--- src/rtl/assert_macros.svh ---
// assertion helpers shared by the rtl files
// every property is clocked on clk and held off while rst_n is low
`ifndef ASSERT_MACROS_SVH
`define ASSERT_MACROS_SVH

// condition holds at every clock edge
`define OZAP_ASSERT_ALWAYS(label, cond, msg) \
    label: assert property (@(posedge clk) disable iff (!rst_n) (cond)) else $error(msg);

// consequent holds in the same cycle as the antecedent
`define OZAP_ASSERT_IMP(label, ante, cons, msg) \
    label: assert property (@(posedge clk) disable iff (!rst_n) (ante) |-> (cons)) else $error(msg);

// consequent holds in the cycle after the antecedent
`define OZAP_ASSERT_NXT(label, ante, cons, msg) \
    label: assert property (@(posedge clk) disable iff (!rst_n) (ante) |=> (cons)) else $error(msg);

`endif

--- src/rtl/ozap_pkg.sv ---
package ozap_pkg;

    // default sizes
    localparam int FILTER_ORDER_DEF = 12;
    localparam int SAMPLE_WIDTH_DEF = 24;
    localparam int COEFF_WIDTH_DEF  = 20;

    // fixed datapath widths
    localparam int MAX_TAPS   = 12;
    localparam int TAP_IDX_W  = 4;
    localparam int SLOT_W     = 20;
    localparam int FRAC_BITS  = 14;
    localparam int HIST_W     = 32;
    localparam int MUL_B_W    = 20;
    localparam int PROD_W     = HIST_W + MUL_B_W;
    localparam int ACC_W      = PROD_W + 4;

    // configuration port
    localparam int CFG_IDX_W  = 3;
    localparam int CFG_DATA_W = 60;
    localparam int POLE_GAIN_W     = 20;
    localparam int ZERO_COEFF_W    = 18;
    localparam int ONE_ZERO_GAIN_W = 15;
    localparam int NUM_COEFF_REGS  = 4;

    localparam logic signed [POLE_GAIN_W-1:0]  POLE_GAIN_RST     = 20'sd16384;
    localparam logic signed [ZERO_COEFF_W-1:0] ZERO_COEFF_RST    = 18'sd16384;
    localparam logic [ONE_ZERO_GAIN_W-1:0]     ONE_ZERO_GAIN_RST = 15'd8192;

    typedef enum logic [CFG_IDX_W-1:0] {
        REG_POLE_0_2      = 3'd0,
        REG_POLE_3_5      = 3'd1,
        REG_POLE_6_8      = 3'd2,
        REG_POLE_9_11     = 3'd3,
        REG_POLE_GAIN     = 3'd4,
        REG_ZERO_COEFF    = 3'd5,
        REG_ONE_ZERO_GAIN = 3'd6
    } cfg_idx_t;

    typedef struct packed {
        logic signed [HIST_W-1:0] val;
        logic                     clip;
    } sat_t;

    localparam logic signed [ACC_W-1:0] ROUND_HALF = ACC_W'(64'sd1 <<< (FRAC_BITS - 1));
    localparam logic signed [ACC_W-1:0] SAT_HI     = ACC_W'((64'sd1 <<< (HIST_W - 1)) - 64'sd1);
    localparam logic signed [ACC_W-1:0] SAT_LO     = -SAT_HI - ACC_W'(1);

    // floor(v / 2^14 + 1/2)
    function automatic logic signed [ACC_W-1:0] round_frac(input logic signed [ACC_W-1:0] v);
        logic signed [ACC_W-1:0] t;
        t = v + ROUND_HALF;
        return t >>> FRAC_BITS;
    endfunction

    // clamp to the signed history width
    function automatic sat_t sat_hist(input logic signed [ACC_W-1:0] v);
        sat_t r;
        if (v > SAT_HI) begin
            r.val  = SAT_HI[HIST_W-1:0];
            r.clip = 1'b1;
        end else if (v < SAT_LO) begin
            r.val  = SAT_LO[HIST_W-1:0];
            r.clip = 1'b1;
        end else begin
            r.val  = v[HIST_W-1:0];
            r.clip = 1'b0;
        end
        return r;
    endfunction

endpackage

--- src/rtl/ozap_ram.sv ---
module ozap_ram #(
    parameter int WIDTH  = 32,
    parameter int DEPTH  = 12,
    parameter int ADDR_W = (DEPTH > 1) ? $clog2(DEPTH) : 1
) (
    input  logic              clk,
    input  logic              wr_en,
    input  logic [ADDR_W-1:0] wr_addr,
    input  logic [WIDTH-1:0]  wr_data,
    input  logic              rd_en,
    input  logic [ADDR_W-1:0] rd_addr,
    output logic [WIDTH-1:0]  rd_data
);

    logic [WIDTH-1:0] mem [DEPTH];
    logic [WIDTH-1:0] rd_data_reg;

    always_ff @(posedge clk)
    begin
        if (wr_en)
        begin
            mem[wr_addr] <= wr_data;
        end
        if (rd_en)
        begin
            rd_data_reg <= mem[rd_addr];
        end
    end

    assign rd_data = rd_data_reg;

endmodule

--- src/rtl/one_zero_all_pole_filter_core.sv ---
// an accepted word passes the scale, zero, one-zero, gain, tap and round states before
//   out_valid rises; a new word is taken only once the sequencer is back in idle, since
//   the one shared 32x20 multiplier takes the two one-zero products, the pole gain and
//   one history tap per cycle, fed by one read port of the history memory
// reset: configuration registers return to their defaults, the history reads as zero through one
//   valid bit per entry, so no clearing pass is run and a word is taken right away
module one_zero_all_pole_filter_core #(
    parameter int FILTER_ORDER = ozap_pkg::FILTER_ORDER_DEF,
    parameter int SAMPLE_WIDTH = ozap_pkg::SAMPLE_WIDTH_DEF,
    parameter int COEFF_WIDTH  = ozap_pkg::COEFF_WIDTH_DEF
) (
    input  logic                              clk,
    input  logic                              rst_n,
    // sample input channel
    input  logic                              in_valid,
    output logic                              in_stall,
    input  logic signed [SAMPLE_WIDTH-1:0]    in_sample,
    // filtered output channel
    output logic                              out_valid,
    input  logic                              out_stall,
    output logic signed [SAMPLE_WIDTH-1:0]    out_sample,
    output logic                              clipped,
    // configuration write port
    input  logic                              cfg_wr_en,
    input  logic [ozap_pkg::CFG_IDX_W-1:0]    cfg_index,
    input  logic [ozap_pkg::CFG_DATA_W-1:0]   cfg_wdata
);

`include "assert_macros.svh"

    localparam int HIST_W    = ozap_pkg::HIST_W;
    localparam int MUL_B_W   = ozap_pkg::MUL_B_W;
    localparam int PROD_W    = ozap_pkg::PROD_W;
    localparam int ACC_W     = ozap_pkg::ACC_W;
    localparam int TAP_IDX_W = ozap_pkg::TAP_IDX_W;
    localparam int SLOT_W    = ozap_pkg::SLOT_W;
    localparam int PTR_W     = (FILTER_ORDER > 1) ? $clog2(FILTER_ORDER) : 1;
    localparam int CNT_W     = $clog2(FILTER_ORDER + 1);
    localparam int COEFF_SLOTS = 2 ** TAP_IDX_W;

    localparam logic [PTR_W-1:0] PTR_LAST  = PTR_W'(FILTER_ORDER - 1);
    localparam logic [CNT_W-1:0] TAP_COUNT = CNT_W'(FILTER_ORDER);

    // output clamp bounds at the sample width
    localparam logic signed [HIST_W-1:0] OUT_MAX =
        HIST_W'((64'sd1 <<< (SAMPLE_WIDTH - 1)) - 64'sd1);
    localparam logic signed [HIST_W-1:0] OUT_MIN = -OUT_MAX - HIST_W'(1);

    // sequencer states
    typedef enum logic [6:0] {
        S_IDLE  = 7'b0000001,  // waiting for a word
        S_SCALE = 7'b0000010,  // sample times one-zero gain
        S_ZERO  = 7'b0000100,  // previous scaled sample times zero coefficient
        S_ONEZ  = 7'b0001000,  // one-zero sum, clear accumulator
        S_GAIN  = 7'b0010000,  // one-zero output times pole gain, first tap read
        S_TAPS  = 7'b0100000,  // one history tap per cycle through the mac
        S_ROUND = 7'b1000000   // round, write history, load output
    } state_t;

    state_t state_reg, state_next;

    // ------------------------------------------------------------------
    // configuration registers
    // ------------------------------------------------------------------
    logic [ozap_pkg::CFG_DATA_W-1:0]             pole_coeff_reg [ozap_pkg::NUM_COEFF_REGS];
    logic signed [ozap_pkg::POLE_GAIN_W-1:0]     pole_gain_reg;
    logic signed [ozap_pkg::ZERO_COEFF_W-1:0]    zero_coeff_reg;
    logic [ozap_pkg::ONE_ZERO_GAIN_W-1:0]        one_zero_gain_reg;

    always_ff @(posedge clk or negedge rst_n)
    begin
        if (!rst_n)
        begin
            for (int r = 0; r < ozap_pkg::NUM_COEFF_REGS; r++)
            begin
                pole_coeff_reg[r] <= '0;
            end
            pole_gain_reg     <= ozap_pkg::POLE_GAIN_RST;
            zero_coeff_reg    <= ozap_pkg::ZERO_COEFF_RST;
            one_zero_gain_reg <= ozap_pkg::ONE_ZERO_GAIN_RST;
        end
        else if (cfg_wr_en)
        begin
            unique case (cfg_index)
                ozap_pkg::REG_POLE_0_2:      pole_coeff_reg[0] <= cfg_wdata;
                ozap_pkg::REG_POLE_3_5:      pole_coeff_reg[1] <= cfg_wdata;
                ozap_pkg::REG_POLE_6_8:      pole_coeff_reg[2] <= cfg_wdata;
                ozap_pkg::REG_POLE_9_11:     pole_coeff_reg[3] <= cfg_wdata;
                ozap_pkg::REG_POLE_GAIN:
                    pole_gain_reg <= signed'(cfg_wdata[ozap_pkg::POLE_GAIN_W-1:0]);
                ozap_pkg::REG_ZERO_COEFF:
                    zero_coeff_reg <= signed'(cfg_wdata[ozap_pkg::ZERO_COEFF_W-1:0]);
                ozap_pkg::REG_ONE_ZERO_GAIN:
                    one_zero_gain_reg <= cfg_wdata[ozap_pkg::ONE_ZERO_GAIN_W-1:0];
                default: ;  // unknown index, write is dropped
            endcase
        end
    end

    // unpack the packed slots into one coefficient per tap, sign-extended
    logic signed [MUL_B_W-1:0] coeff_arr [COEFF_SLOTS];

    for (genvar t = 0; t < COEFF_SLOTS; t++)
    begin : g_coeff
        if (t < ozap_pkg::MAX_TAPS)
        begin : g_used
            assign coeff_arr[t] =
                MUL_B_W'(signed'(pole_coeff_reg[t / 3][SLOT_W * (t % 3) +: COEFF_WIDTH]));
        end
        else
        begin : g_unused
            assign coeff_arr[t] = '0;
        end
    end

    // ------------------------------------------------------------------
    // history memory: circular buffer, tap i lives at base + i
    // ------------------------------------------------------------------
    logic [PTR_W-1:0]        base_reg;
    logic [PTR_W-1:0]        rd_ptr_reg;
    logic [CNT_W-1:0]        tap_cnt_reg;
    logic [FILTER_ORDER-1:0] hist_vld_reg;
    logic                    rd_pend_reg;    // read data arrives this cycle
    logic                    rd_vld_reg;     // that entry was ever written
    logic [TAP_IDX_W-1:0]    rd_tap_reg;     // tap of the pending read

    logic                    rd_issue;
    logic                    round_go;
    logic [PTR_W-1:0]        wr_ptr;
    logic [HIST_W-1:0]       ram_rd_data;

    assign rd_issue = ((state_reg == S_GAIN) || (state_reg == S_TAPS))
                    && (tap_cnt_reg < TAP_COUNT);
    // the newest value goes in just below the current base, over the oldest tap
    assign wr_ptr   = (base_reg == '0) ? PTR_LAST : base_reg - PTR_W'(1);

    // ------------------------------------------------------------------
    // datapath
    // ------------------------------------------------------------------
    logic signed [SAMPLE_WIDTH-1:0] x_reg;
    logic signed [HIST_W-1:0]       prev_reg;     // last scaled sample
    logic signed [HIST_W-1:0]       scaled_reg;
    logic signed [HIST_W-1:0]       oz_reg;
    logic signed [PROD_W-1:0]       prod_reg;
    logic                           acc_en_reg;
    logic                           acc_sub_reg;
    logic signed [ACC_W-1:0]        acc_reg;
    logic                           clip_reg;

    logic signed [HIST_W-1:0]  mul_a;
    logic signed [MUL_B_W-1:0] mul_b;
    ozap_pkg::sat_t            scaled_sat;
    ozap_pkg::sat_t            oz_sat;
    ozap_pkg::sat_t            y_sat;
    logic signed [ACC_W-1:0]   oz_sum;
    logic signed [HIST_W-1:0]  y_out;
    logic                      out_clip;

    // operand select for the shared multiplier
    always_comb
    begin
        unique case (state_reg)
            S_SCALE:
            begin
                mul_a = HIST_W'(x_reg);
                mul_b = signed'(MUL_B_W'(one_zero_gain_reg));
            end
            S_ZERO:
            begin
                mul_a = prev_reg;
                mul_b = MUL_B_W'(zero_coeff_reg);
            end
            S_GAIN:
            begin
                mul_a = oz_reg;
                mul_b = MUL_B_W'(pole_gain_reg);
            end
            default:
            begin
                // history tap, unwritten entries read as zero
                mul_a = rd_vld_reg ? signed'(ram_rd_data) : '0;
                mul_b = coeff_arr[rd_tap_reg];
            end
        endcase
    end

    assign scaled_sat = ozap_pkg::sat_hist(ozap_pkg::round_frac(ACC_W'(prod_reg)));
    assign oz_sum     = ozap_pkg::round_frac(ACC_W'(prod_reg)) + ACC_W'(scaled_reg);
    assign oz_sat     = ozap_pkg::sat_hist(oz_sum);
    assign y_sat      = ozap_pkg::sat_hist(ozap_pkg::round_frac(acc_reg));

    always_comb
    begin
        if (y_sat.val > OUT_MAX)
        begin
            y_out    = OUT_MAX;
            out_clip = 1'b1;
        end
        else if (y_sat.val < OUT_MIN)
        begin
            y_out    = OUT_MIN;
            out_clip = 1'b1;
        end
        else
        begin
            y_out    = y_sat.val;
            out_clip = 1'b0;
        end
    end

    // payload registers
    always_ff @(posedge clk)
    begin
        prod_reg <= mul_a * mul_b;
        unique case (state_reg)
            S_IDLE:
            begin
                x_reg <= in_sample;
            end
            S_ZERO:
            begin
                scaled_reg <= scaled_sat.val;
            end
            S_ONEZ:
            begin
                oz_reg  <= oz_sat.val;
                acc_reg <= '0;
            end
            default:
            begin
                if (acc_en_reg)
                begin
                    if (acc_sub_reg)
                    begin
                        acc_reg <= acc_reg - ACC_W'(prod_reg);
                    end
                    else
                    begin
                        acc_reg <= acc_reg + ACC_W'(prod_reg);
                    end
                end
            end
        endcase
    end

    // ------------------------------------------------------------------
    // sequencer and control
    // ------------------------------------------------------------------
    logic out_valid_reg;
    logic signed [SAMPLE_WIDTH-1:0] out_sample_reg;
    logic clipped_reg;

    assign in_stall = (state_reg != S_IDLE);
    assign round_go = (state_reg == S_ROUND) && (!out_valid_reg || !out_stall);

    always_comb
    begin
        state_next = state_reg;
        unique case (state_reg)
            S_IDLE:  if (in_valid) state_next = S_SCALE;
            S_SCALE: state_next = S_ZERO;
            S_ZERO:  state_next = S_ONEZ;
            S_ONEZ:  state_next = S_GAIN;
            S_GAIN:  state_next = S_TAPS;
            S_TAPS:
                // all reads issued and the last one multiplied
                if ((tap_cnt_reg == TAP_COUNT) && !rd_pend_reg) state_next = S_ROUND;
            S_ROUND: if (round_go) state_next = S_IDLE;
            default: state_next = S_IDLE;
        endcase
    end

    always_ff @(posedge clk or negedge rst_n)
    begin
        if (!rst_n)
        begin
            state_reg    <= S_IDLE;
            base_reg     <= '0;
            rd_ptr_reg   <= '0;
            tap_cnt_reg  <= '0;
            hist_vld_reg <= '0;
            rd_pend_reg  <= 1'b0;
            rd_vld_reg   <= 1'b0;
            rd_tap_reg   <= '0;
            prev_reg     <= '0;
            acc_en_reg   <= 1'b0;
            acc_sub_reg  <= 1'b0;
            clip_reg     <= 1'b0;
        end
        else
        begin
            state_reg   <= state_next;
            rd_pend_reg <= rd_issue;
            // gain product adds, tap products subtract
            acc_en_reg  <= (state_reg == S_GAIN) || rd_pend_reg;
            acc_sub_reg <= rd_pend_reg;

            if (state_reg == S_IDLE)
            begin
                clip_reg <= 1'b0;
            end
            if (state_reg == S_ZERO)
            begin
                clip_reg <= clip_reg | scaled_sat.clip;
            end
            if (state_reg == S_ONEZ)
            begin
                clip_reg    <= clip_reg | oz_sat.clip;
                prev_reg    <= scaled_reg;
                tap_cnt_reg <= '0;
                rd_ptr_reg  <= base_reg;
            end

            if (rd_issue)
            begin
                rd_vld_reg  <= hist_vld_reg[rd_ptr_reg];
                rd_tap_reg  <= TAP_IDX_W'(tap_cnt_reg);
                tap_cnt_reg <= tap_cnt_reg + CNT_W'(1);
                rd_ptr_reg  <= (rd_ptr_reg == PTR_LAST) ? '0 : rd_ptr_reg + PTR_W'(1);
            end

            if (round_go)
            begin
                base_reg             <= wr_ptr;
                hist_vld_reg[wr_ptr] <= 1'b1;
            end
        end
    end

    ozap_ram #(
        .WIDTH  (HIST_W),
        .DEPTH  (FILTER_ORDER),
        .ADDR_W (PTR_W)
    ) u_hist_ram (
        .clk     (clk),
        .wr_en   (round_go),
        .wr_addr (wr_ptr),
        .wr_data (y_sat.val),
        .rd_en   (rd_issue),
        .rd_addr (rd_ptr_reg),
        .rd_data (ram_rd_data)
    );

    // ------------------------------------------------------------------
    // output register, parts the sequencer from the downstream stall
    // ------------------------------------------------------------------
    always_ff @(posedge clk or negedge rst_n)
    begin
        if (!rst_n)
        begin
            out_valid_reg <= 1'b0;
        end
        else if (round_go)
        begin
            out_valid_reg <= 1'b1;
        end
        else if (!out_stall)
        begin
            out_valid_reg <= 1'b0;
        end
    end

    always_ff @(posedge clk)
    begin
        if (round_go)
        begin
            out_sample_reg <= SAMPLE_WIDTH'(y_out);
            clipped_reg    <= clip_reg | y_sat.clip | out_clip;
        end
    end

    assign out_valid  = out_valid_reg;
    assign out_sample = out_sample_reg;
    assign clipped    = clipped_reg;

    // ------------------------------------------------------------------
    // assertions
    // ------------------------------------------------------------------
    `OZAP_ASSERT_IMP(a_round_drained, state_reg == S_ROUND,
        (tap_cnt_reg == TAP_COUNT) && !rd_pend_reg && !acc_en_reg,
        "rounding started before the mac drained")
    `OZAP_ASSERT_IMP(a_read_in_mac, rd_pend_reg,
        $past(state_reg) == S_GAIN || $past(state_reg) == S_TAPS,
        "history read outside the tap phase")
    `OZAP_ASSERT_IMP(a_out_from_round, $rose(out_valid_reg),
        $past(state_reg) == S_ROUND,
        "output word loaded outside the round step")
    `OZAP_ASSERT_ALWAYS(a_valid_grows,
        $countones(hist_vld_reg) >= $past($countones(hist_vld_reg)),
        "history valid bit lost")

endmodule

--- config.mk ---
export PLATFORM = sky130hd
export DESIGN_NAME = one_zero_all_pole_filter_core
export DESIGN_NICKNAME = d
export VERILOG_FILES = /design/src/rtl/ozap_pkg.sv /design/src/rtl/ozap_ram.sv /design/src/rtl/one_zero_all_pole_filter_core.sv
export VERILOG_INCLUDE_DIRS = /design/src /design/src/rtl
export SDC_FILE = /design/constraint.sdc
export NUM_CORES = 2
export LEC_CHECK = 0
export BUFFER_PORTS_ARGS = -buffer_cell sky130_fd_sc_hd__buf_2
export CAP_MARGIN = 20
export CORE_MARGIN = 2
export CORE_UTILIZATION = 45
export CTS_CLUSTER_DIAMETER = 30
export CTS_CLUSTER_SIZE = 8
export DETAILED_ROUTE_END_ITERATION = 10
export SKIP_LAST_GASP = 1
export SLEW_MARGIN = 40
export SYNTH_ARGS = -nofsm -noshare
export SYNTH_HDL_FRONTEND = slang
export SYNTH_SLANG_ARGS = --single-unit
--- constraint.sdc ---
create_clock -name clk -period 9.1 [get_ports clk]
set_clock_uncertainty 0.05 [all_clocks]
set_input_delay 1.365 -clock clk [delete_from_list [all_inputs] [get_ports clk]]
set_output_delay 1.365 -clock clk [all_outputs]
set_load 0.01 [all_outputs]
==> results.json <==
{
  "run_status": "complete, no violations",
  "synth_compound_gate_area_share": 0.0781,
  "core.rowCount": 144,
  "yosys_register_bits": 1003,
  "end_kind": "flip-flop",
  "layout_min_cycle_time_ns": 8.89,
  "worst-path-max-fanout": 16,
  "post_synth_mux_area_share": 0.103,
  "timing_max_transition_violations_final": 0,
  "wire_per_inst_um": 23.1,
  "synth_unique_cells": 88,
  "achievable-frequency_ghz": 0.112,
  "cp_slowest_cell": "sky130_fd_sc_hd__fa_2",
  "final-setup-viol-count": 0,
  "gpl.final_weighted_congestion": 0.957,
  "dp.final_hpwl_um": 151000,
  "viasPerCell": 5.59,
  "finalCritPeriodShare": 0.977,
  "nNetsFinal": 7671,
  "top_level_ports": 119,
  "drt_iter0_drcs": 4162,
  "post_synthesis_simple_gate_area_fraction": 0.107,
  "fp.coreArea_sq_mm": 0.154,
  "worstPathBufferInverterCount": 11,
  "cts.reportedPaths.clkPinSlew_ns": 0.05,
  "area_growth_syn_to_layout_pct": 20.9,
  "startpoint_type": "flip-flop",
  "max_slew_margin": 0.442,
  "insertion_delay_ns": 0.84,
  "htreeDepth": 4,
  "ys_warn_count": 0,
  "library_cell_used_as_clock_root_buffer": "sky130_fd_sc_hd__clkbuf_16",
  "layout.cells.most_common_list": "sky130_fd_sc_hd__inv_1, sky130_fd_sc_hd__nand2_1, sky130_fd_sc_hd__fa_1",
  "worst_slew_pin_slew_ns": 0.837,
  "via_count": 49900,
  "critical_path.max_stage_delay_ns": 0.62,
  "track_usage": 0.264,
  "dp.cells": 8462,
  "chipHeight_um": 399,
  "timing.critical_path.required_ns": 9.80,
  "synthesis.area_per_instance_sq_um": 11.3,
  "fp.dieW_um": 399,
  "grt_pass1_wl_um": 317000,
  "synth_seq_area_share": 0.396,
  "class_of_the_tightest_hold_or_removal_check": "flip-flop to flip-flop",
  "ys_async_sr_fraction": 0.365,
  "critical-path-top-cell-by-count": "sky130_fd_sc_hd__fa_1",
  "main_combinational_cell_family_by_area_after_synthesis": "adder cells",
  "clock_tree_from_tritoncts": "yes",
  "cts_buffers": 216,
  "detail_route.first_pass.iterations": 8,
  "cp_data_arrival_time_ns": 9.60,
  "vias_in_the_first_global_route": 51400,
  "type_of_the_setup_path_with_the_least_slack": "flip-flop to flip-flop",
  "rsz_0062_raised_after_global_routing": "yes",
  "synth_edf_count": 585,
  "maximum_number_of_pins_on_one_net_before_global_route_repair": 100,
  "layout-drive-gt1-share": 0.228,
  "start_util": 0.455,
  "largest_register_ff_count": 384,
  "syn-num-nets": 7185,
  "synth_adder_area_share": 0.224,
  "totalWireLength_um": 207000,
  "hold_violations": 0,
  "max_cap_violations": 0,
  "synth.cell_area_sq_mm": 0.0702,
  "layout_commonest_cell": "sky130_fd_sc_hd__inv_1",
  "clock_sink_count": 1003,
  "layoutNonFillerInstCount": 8925,
  "max-clock-path-buffers": 3,
  "synthCells": 6218,
  "worst_path_dominant_cell_family": "adder cells",
  "post_detailed_route_drc_marker_count": 0,
  "gr-total-overflow": 0,
  "route.antenna.remaining_nets": 0,
  "die_area_sq_mm": 0.159,
  "synth-xor-area-share": 0.0303,
  "setup_slack_of_the_worst_register_to_register_path_ns": 0.21,
  "synth_flop_cell": "sky130_fd_sc_hd__edfxtp_1",
  "io_buffer_count": 118,
  "grt_antenna_before_repair": 5
}
==> stage by stage <==
stage          hold WS, ns  setup WS (ns)  area, sq um  TNS [ns]  utilization
6_report             0.410          0.207        84900         0        0.550
5_1_grt              0.430         -0.127        84900    -0.593        0.550
4_1_cts              0.417        -0.0214        83800   -0.0214        0.542
3_3_place_gp         0.396         -0.156        75800    -0.708        0.491
2_1_floorplan        0.309        -0.0117        70300   -0.0117            -
3_5_place_dp         0.399         -0.265        75900     -2.09        0.491
==> kinds of logic (layout without fill, tap and decap cells) <==
group | count (synthesis) | count (layout)
XOR/XNOR | 242 | 242
AO/OA/AOI/OAI | 787 | 787
multiplexers | 486 | 486
AND/OR/NAND/NOR | 1682 | 1682
adder cells (fa/ha/maj) | 875 | 875
other | 0 | 1
buffers and inverters | 1143 | 1805
flip-flops | 1003 | 1003
==> worst paths after layout <==
| path | from | to | cells past startpoint |
|---|---|---|---|
| setup / recovery | state_reg[0]$_DFFE_PN1P_ | prod_reg[44]$_DFF_P_ | 35 |
| hold / removal | hist_vld_reg[11]$_DFFE_PN0P_ | hist_vld_reg[11]$_DFFE_PN0P_ | 1 |
| setup reg to reg | state_reg[0]$_DFFE_PN1P_ | prod_reg[44]$_DFF_P_ | 35 |
| hold reg to reg | hist_vld_reg[11]$_DFFE_PN0P_ | hist_vld_reg[11]$_DFFE_PN0P_ | 1 |
| max in group asynchronous | rst_n | prev_reg[9]$_DFFE_PN0P_ | 3 |
| min in group asynchronous | rst_n | coeff_arr[153]$_DFFE_PN0P_ | 1 |
==> final cells by class <==
| cell class | count | area, sq um |
|---|---|---|
| antenna | 1 | 2.50 |
| sequential | 1003 | 27800 |
| fill | 12900 | 69500 |
| tap | 2044 | 2560 |
| clock buffer | 264 | 5760 |
| clock inverter | 130 | 1940 |
| timing repair buffer | 567 | 4870 |
| multi-input combinational | 4072 | 38800 |
| inverter | 844 | 3170 |
==> what timing repair did <==
item / in CTS / in global routing
setup buffers: 10 / 50
gates cloned: 1 / 6
endpoints found under the hold margin: 0 / 0
pin swaps: 6 / 96
resized for setup: 15 / 114
hold buffers: 0 / 0
endpoints found under the setup margin: 16 / 22
==> routing by layer <==
layer / vias to the layer above / global-route usage / share of wire
li1: 22100 / - / -
met1: 25600 / 0.379 / 0.44
met2: 1850 / 0.409 / 0.46
met3: 332 / 0.0511 / 0.077
met4: 4 / 0.0752 / 0.028
met5: - / 0 / 0.00013
==> cells in the mapped netlist (28+ instances only) <==
library cell                 n  area share
sky130_fd_sc_hd__a21o_1     82      0.0088
sky130_fd_sc_hd__a21oi_1   185       0.013
sky130_fd_sc_hd__a221o_1    34      0.0048
sky130_fd_sc_hd__a221oi_1   30      0.0037
sky130_fd_sc_hd__a31oi_1    55      0.0049
sky130_fd_sc_hd__and2_1     57      0.0051
sky130_fd_sc_hd__and3_1     36      0.0032
sky130_fd_sc_hd__buf_1      37      0.0020
sky130_fd_sc_hd__clkbuf_1  234       0.013
sky130_fd_sc_hd__dfrtp_1   362        0.13
sky130_fd_sc_hd__dfxtp_1    52       0.015
sky130_fd_sc_hd__edfxtp_1  585        0.25
sky130_fd_sc_hd__fa_1      638        0.18
sky130_fd_sc_hd__ha_1      237       0.042
sky130_fd_sc_hd__inv_1     842       0.045
sky130_fd_sc_hd__mux2_2    295       0.047
sky130_fd_sc_hd__mux2i_1    32      0.0046
sky130_fd_sc_hd__mux4_2    159       0.051
sky130_fd_sc_hd__nand2_1   640       0.034
sky130_fd_sc_hd__nand2b_1   63      0.0056
sky130_fd_sc_hd__nand3_1    75      0.0053
sky130_fd_sc_hd__nand4_1    33      0.0029
sky130_fd_sc_hd__nor2_1    561       0.030
sky130_fd_sc_hd__nor2b_1    31      0.0028
sky130_fd_sc_hd__nor3_1     69      0.0049
sky130_fd_sc_hd__o21a_1     62      0.0066
sky130_fd_sc_hd__o21ai_0    82      0.0058
sky130_fd_sc_hd__o21ai_1    28      0.0020
sky130_fd_sc_hd__or2_2      28      0.0025
sky130_fd_sc_hd__xnor2_1   162       0.020
sky130_fd_sc_hd__xor2_1     79      0.0099
Power is left out: the tool's default activity adds up to more than one toggle a clock period on the data nets, which glitch-free logic cannot reach.
